<file path="config.mk">
export PLATFORM = sky130hd
export DESIGN_NAME = cnsr_div
export DESIGN_NICKNAME = d
export VERILOG_FILES = /design/src/design/cnsr_pkg.sv /design/src/design/cnsr_div.sv
export SDC_FILE = /design/constraint.sdc
export NUM_CORES = 1
export LEC_CHECK = 0
export BUFFER_PORTS_ARGS = -buffer_cell sky130_fd_sc_hd__buf_4
export CORE_MARGIN = 4
export CORE_UTILIZATION = 55
export CTS_CLUSTER_DIAMETER = 200
export CTS_CLUSTER_SIZE = 40
export DETAILED_ROUTE_END_ITERATION = 8
export HOLD_SLACK_MARGIN = 0.03
export PLACE_DENSITY = 0.88
export RECOVER_POWER = 100
export SKIP_LAST_GASP = 1
export SLEW_MARGIN = 20
export SYNTH_ARGS = -nofsm -noshare
export SYNTH_HDL_FRONTEND = slang
export SYNTH_SLANG_ARGS = --single-unit
export TNS_END_PERCENT = 20
</file>
<file path="constraint.sdc">
create_clock -name clk -period 3.3 [get_ports clk]
set_input_delay 0.33 -clock clk [delete_from_list [all_inputs] [get_ports clk]]
set_output_delay 0.33 -clock clk [all_outputs]
set_load 0.1 [all_outputs]
</file>
<file path="src/design/cnsr_pkg.sv">
// Shared constants and types for the cross-neighbour spike removal block.
// No dependencies; used by the stream interfaces, the divider and the top level.
package cnsr_pkg;

  localparam int MAX_WIDTH_DEF  = 1024;
  localparam int MAX_HEIGHT_DEF = 1024;
  localparam int PIXEL_BITS_DEF = 8;

  localparam int IN_PIXEL_W  = 8;
  localparam int OUT_PIXEL_W = 8;

  localparam int CFG_DIM_W  = 11;
  localparam int CFG_THR_W  = 8;
  localparam int CFG_DATA_W = 32;
  localparam int CFG_ADDR_W = 4;

  localparam logic [CFG_DIM_W-1:0] RST_FRAME_WIDTH     = 11'd30;
  localparam logic [CFG_DIM_W-1:0] RST_FRAME_HEIGHT    = 11'd20;
  localparam logic [CFG_THR_W-1:0] RST_SPIKE_THRESHOLD = 8'd1;

  typedef enum logic [1:0] {
    REG_FRAME_WIDTH     = 2'd0,
    REG_FRAME_HEIGHT    = 2'd1,
    REG_SPIKE_THRESHOLD = 2'd2
  } cfg_reg_t;

  typedef struct packed {
    logic busy;
    logic done;
  } div_status_t;

endpackage

</file>
<file path="src/design/cnsr_div.sv">
// Bit-serial restoring divider, one quotient bit per cycle.
// Depends on cnsr_pkg for the status struct.
module cnsr_div #(
  parameter int DIVIDEND_W = 21,
  parameter int DIVISOR_W  = 11
) (
  input  logic                   clk,
  input  logic                   rst,
  input  logic                   start,
  input  logic [DIVIDEND_W-1:0]  dividend,
  input  logic [DIVISOR_W-1:0]   divisor,
  output logic [DIVIDEND_W-1:0]  quotient,
  output logic [DIVISOR_W-1:0]   remainder,
  output cnsr_pkg::div_status_t  status
);

  localparam int STEP_W = $clog2(DIVIDEND_W + 1);

  logic [STEP_W-1:0]     steps;
  logic                  done;
  logic [DIVIDEND_W-1:0] quo;
  logic [DIVISOR_W-1:0]  rem;
  logic [DIVISOR_W-1:0]  dsr;
  logic [DIVISOR_W:0]    trial;
  logic [DIVISOR_W:0]    diff;
  logic                  ge;

  assign trial = {rem, quo[DIVIDEND_W-1]};
  assign diff  = trial - {1'b0, dsr};
  assign ge    = trial >= {1'b0, dsr};

  always_ff @(posedge clk) begin
    if (rst) begin
      steps <= '0;
      done  <= 1'b0;
    end else begin
      done <= 1'b0;
      if (start) begin
        steps <= STEP_W'(DIVIDEND_W);
      end else if (steps != '0) begin
        steps <= steps - STEP_W'(1);
        done  <= (steps == STEP_W'(1));
      end
    end
  end

  always_ff @(posedge clk) begin
    if (start) begin
      quo <= dividend;
      rem <= '0;
      dsr <= divisor;
    end else if (steps != '0) begin
      quo <= {quo[DIVIDEND_W-2:0], ge};
      rem <= ge ? diff[DIVISOR_W-1:0] : trial[DIVISOR_W-1:0];
    end
  end

  assign quotient    = quo;
  assign remainder   = rem;
  assign status.busy = (steps != '0) || done;
  assign status.done = done;

endmodule

</file>
==> results.md <==
- Number of port buffers: between 60 and 70
- First-pass GRT wire length: 9.20 mm
- Util after Layout: between 60% and 70%
- Critical setup path kind: flip-flop to flip-flop
- Count of max-cap constraint violations: 0
- Power per cell area: 754 nW/µm²
- Vias in the first global route: 2015
- Setup TNS after final layout: 0 ns
- Sequential element share of the synthesized area: just under 50%
- Crit-path max FO: 17
- Max Fclk: about 350 MHz
- Count of boundary I/O pins: a little under 70
- Library cell with the largest summed area after synthesis: sky130_fd_sc_hd__edfxtp_1
- WP depth: 9
- Post-Syn Instances: 237
- Worst setup path endpoint: remainder[10]
- Avg Inst Size Synth: around 11 µm²
- Core area: 4500 µm²
- Number of antenna-violating nets in the routed design: 0
- Die W: between 70 and 80 µm
- Register clock-pin slew on the reported worst setup and hold paths: ~0.09 ns
- Setup repair bufs after CTS: 0
- Final setup fails: 0
- Post-synthesis net count: 286
- Setup crit end kind: flip-flop
- Clock tree from TritonCTS: built
- Number of hold-slack violations in the final timing report: 0
- R2R Setup Slk: a little under 0.5 ns
- Cts-stage hold buffer count: 0
- Tot GR Track Use: 19.4%
- Placed wire-length estimate: about 4.3 mm
- Leading cell types by total area after synthesis: sky130_fd_sc_hd__edfxtp_1 37%, sky130_fd_sc_hd__dfxtp_1 13%, sky130_fd_sc_hd__mux2_2 8.6%
- Status: completed
- Total congestion overflow: 0
- Launching element type of the critical path: flip-flop
- Distinct cells, synth: 47
- Data arrival time at the worst-slack endpoint: 3.04 ns
- Sinks on Clock Net: 49
- Final-report max-slew violation count: 0
- Prevailing post-synth register cell: sky130_fd_sc_hd__edfxtp_1
- Period utilization: between 80% and 90%
- Transition time of the tightest slew-check pin: 1.22 ns
- Aggregate routed wire length: ~5.7 mm
- FF-to-FF Start: quotient[20]
- Routed via count: 2021
- Number of antenna violations at the first check in global routing: 0
- Final layout net count: between 300 and 400
- Post-DR wirelength/cell: approximately 16 µm
- Post-detailed-route DRC marker count: 0
- Total leakage power: roughly 0.0013 µW
- Family with the most delay on the worst path: compound AO/OA/AOI/OAI gates
- Level count of the clock H-tree: 2
- Number of enable-type register cells in the synthesized netlist: 32
- Share of layout cells above drive strength 1: 22.3%
- Most numerous cell types in the synthesized netlist: 32 x sky130_fd_sc_hd__edfxtp_1, 26 x sky130_fd_sc_hd__nor2_1, 20 x sky130_fd_sc_hd__mux2_2
- CP Launch Point: quotient[20]
- Count of instances resized after the clock tree is built: 0
- Yosys warning total: 0
- Number of standard-cell rows in the floorplan: 24
- Critical path cell sequence: inv_1 -> ha_1 -> fa_1 -> nand2b_1 -> a21o_1 -> a22oi_1 -> o21ai_2 -> or3_1 -> a211oi_2
- Largest net degree at the start of global routing: 45
- Cell area after synthesis: approximately 2600 µm²
- Relative slew slack: a little under a fifth
- Initial Utilization: between 50% and 60%
- Area added between synthesis and finish: 16.5%
- Clock root cell: sky130_fd_sc_hd__clkbuf_8
- Critical register-to-register path endpoint: remainder[10]
- Vias per cell: approximately 5.7
- Number of diodes added for antenna fixing: 0
- Cell depth of the worst min-delay path: 1
- Proportion of synthesized flip-flops having asynchronous set or reset: 0%
- Yosys reg bits: 49
- Area share of the largest cell type after synthesis: ~37%
- Maximum vdd ir drop: 0.000403 V
- Final min period: 2.82 ns
- Post-Route Skew: ~0.007 ns
- Type of the tightest min-delay check: input port to flip-flop
- Num CTS Buffers: 5
- Number of cells on the worst reg-to-reg path: 9
- Clk Latency, worst-skew pair: around 0.30 ns
- Most frequent cell after synthesis: sky130_fd_sc_hd__edfxtp_1
- Worst EP required: about 3.5 ns
- Vertical die dimension: slightly below 80 µm
- Unrepaired setup endpoints after global routing: false
- Global placer's final weighted congestion: 0.826
- Sum of internal, switching and leakage power: around 2300 µW
- Worst Path Buf+Inv: 1
- Full die area: 5950 µm²
- Starting DRT DRC Count: between 100 and 150
- Stage delay of the slowest cell on the critical path: 0.46 ns
- Pre-Repair DR Iteration Count: 4
- Clock buffer depth: 2
- Slowest cell on the critical path: sky130_fd_sc_hd__or3_1
cells in the final DEF (no fill, tap or decap), drive strengths merged, types with 9 or more instances in the layout:
| master | netlist | final |
|---|---|---|
| inv | 18 | 18 |
| ha | 13 | 13 |
| dfxtp | 17 | 17 |
| clkbuf | 7 | 51 |
| buf | 5 | 23 |
| edfxtp | 32 | 32 |
| a21oi | 12 | 12 |
| nor3 | 9 | 9 |
| o21ai | 13 | 13 |
| nand2 | 11 | 11 |
| nor2 | 26 | 26 |
| mux2i | 9 | 9 |
| mux2 | 20 | 20 |
power breakdown:
part	total, µW	switching (µW)	internal, µW	leakage [µW]
clock network	344	196	147	0.0000450
logic	1140	868	272	0.000765
registers	829	71.1	758	0.000467
total	2310	1140	1180	0.00128
stage by stage:
step	instances	hold slack [ns]	worst slack [ns]	instance area, µm²
after global placement	345	0.480	0.830	3140
after detailed placement	345	0.486	0.744	3140
after CTS	353	0.192	0.707	3230
after floorplan	237	0.402	0.268	2630
final	353	0.220	0.481	3070
after global routing	353	0.206	0.317	3070
layout make-up:
| cell class | count | area, µm² |
|---|---|---|
| fill | 358 | 1440 |
| sequential | 49 | 1300 |
| multi-input combinational | 158 | 1170 |
| timing repair buffer | 68 | 383 |
| clock buffer | 6 | 72.6 |
| inverter | 18 | 67.6 |
| tap | 52 | 65.1 |
| clock inverter | 2 | 10.0 |
worst min-delay path by stage:
stage | start | end | slack (ns)
after floorplan | rst | steps[0] | 0.40
after CTS | divisor[8] | dsr[8] | 0.19
after global placement | remainder[3] | remainder[3] | 0.48
final | divisor[2] | dsr[2] | 0.22
after detailed placement | remainder[2] | remainder[2] | 0.49
after global routing | divisor[4] | dsr[4] | 0.21
worst reg2reg max path: stages (launching register included):
cell and delay [ns]:
sky130_fd_sc_hd__edfxtp_1 0.36, sky130_fd_sc_hd__inv_1 0.07, sky130_fd_sc_hd__ha_1 0.23, sky130_fd_sc_hd__fa_1 0.41, sky130_fd_sc_hd__nand2b_1 0.20, sky130_fd_sc_hd__a21o_1 0.18, sky130_fd_sc_hd__a22oi_1 0.32, sky130_fd_sc_hd__o21ai_2 0.32
sky130_fd_sc_hd__or3_1 0.47, sky130_fd_sc_hd__a211oi_2 0.18
sequential cells by signal (all words and copies together), names as in the netlist:
name and flops:
done 1, dsr 11, quotient 21, remainder 11, steps 5
cell families (layout without fill, tap and decap cells):
group                      Yosys count  after routing  synth area share, %
AOI/OAI and AO/OA                   48             48                 14.1
xor gates and xnor gates             5              5                 1.66
adders and majority gates           14             14                 6.94
buffers and inverters               30             94                 4.94
DFF                                 49             49                 49.5
muxes                               29             29                 12.0
and+or+nand+nor                     62             62                 10.9
layer usage:
metal	share of wire (%)	track usage (%)	routed length [µm]
met5	0	0	0
met4	1.3	6.41	74
met3	6.7	6.21	382
met2	50	33.8	2860
met1	42	22.5	2380
Power figures use the tool's default switching activity.
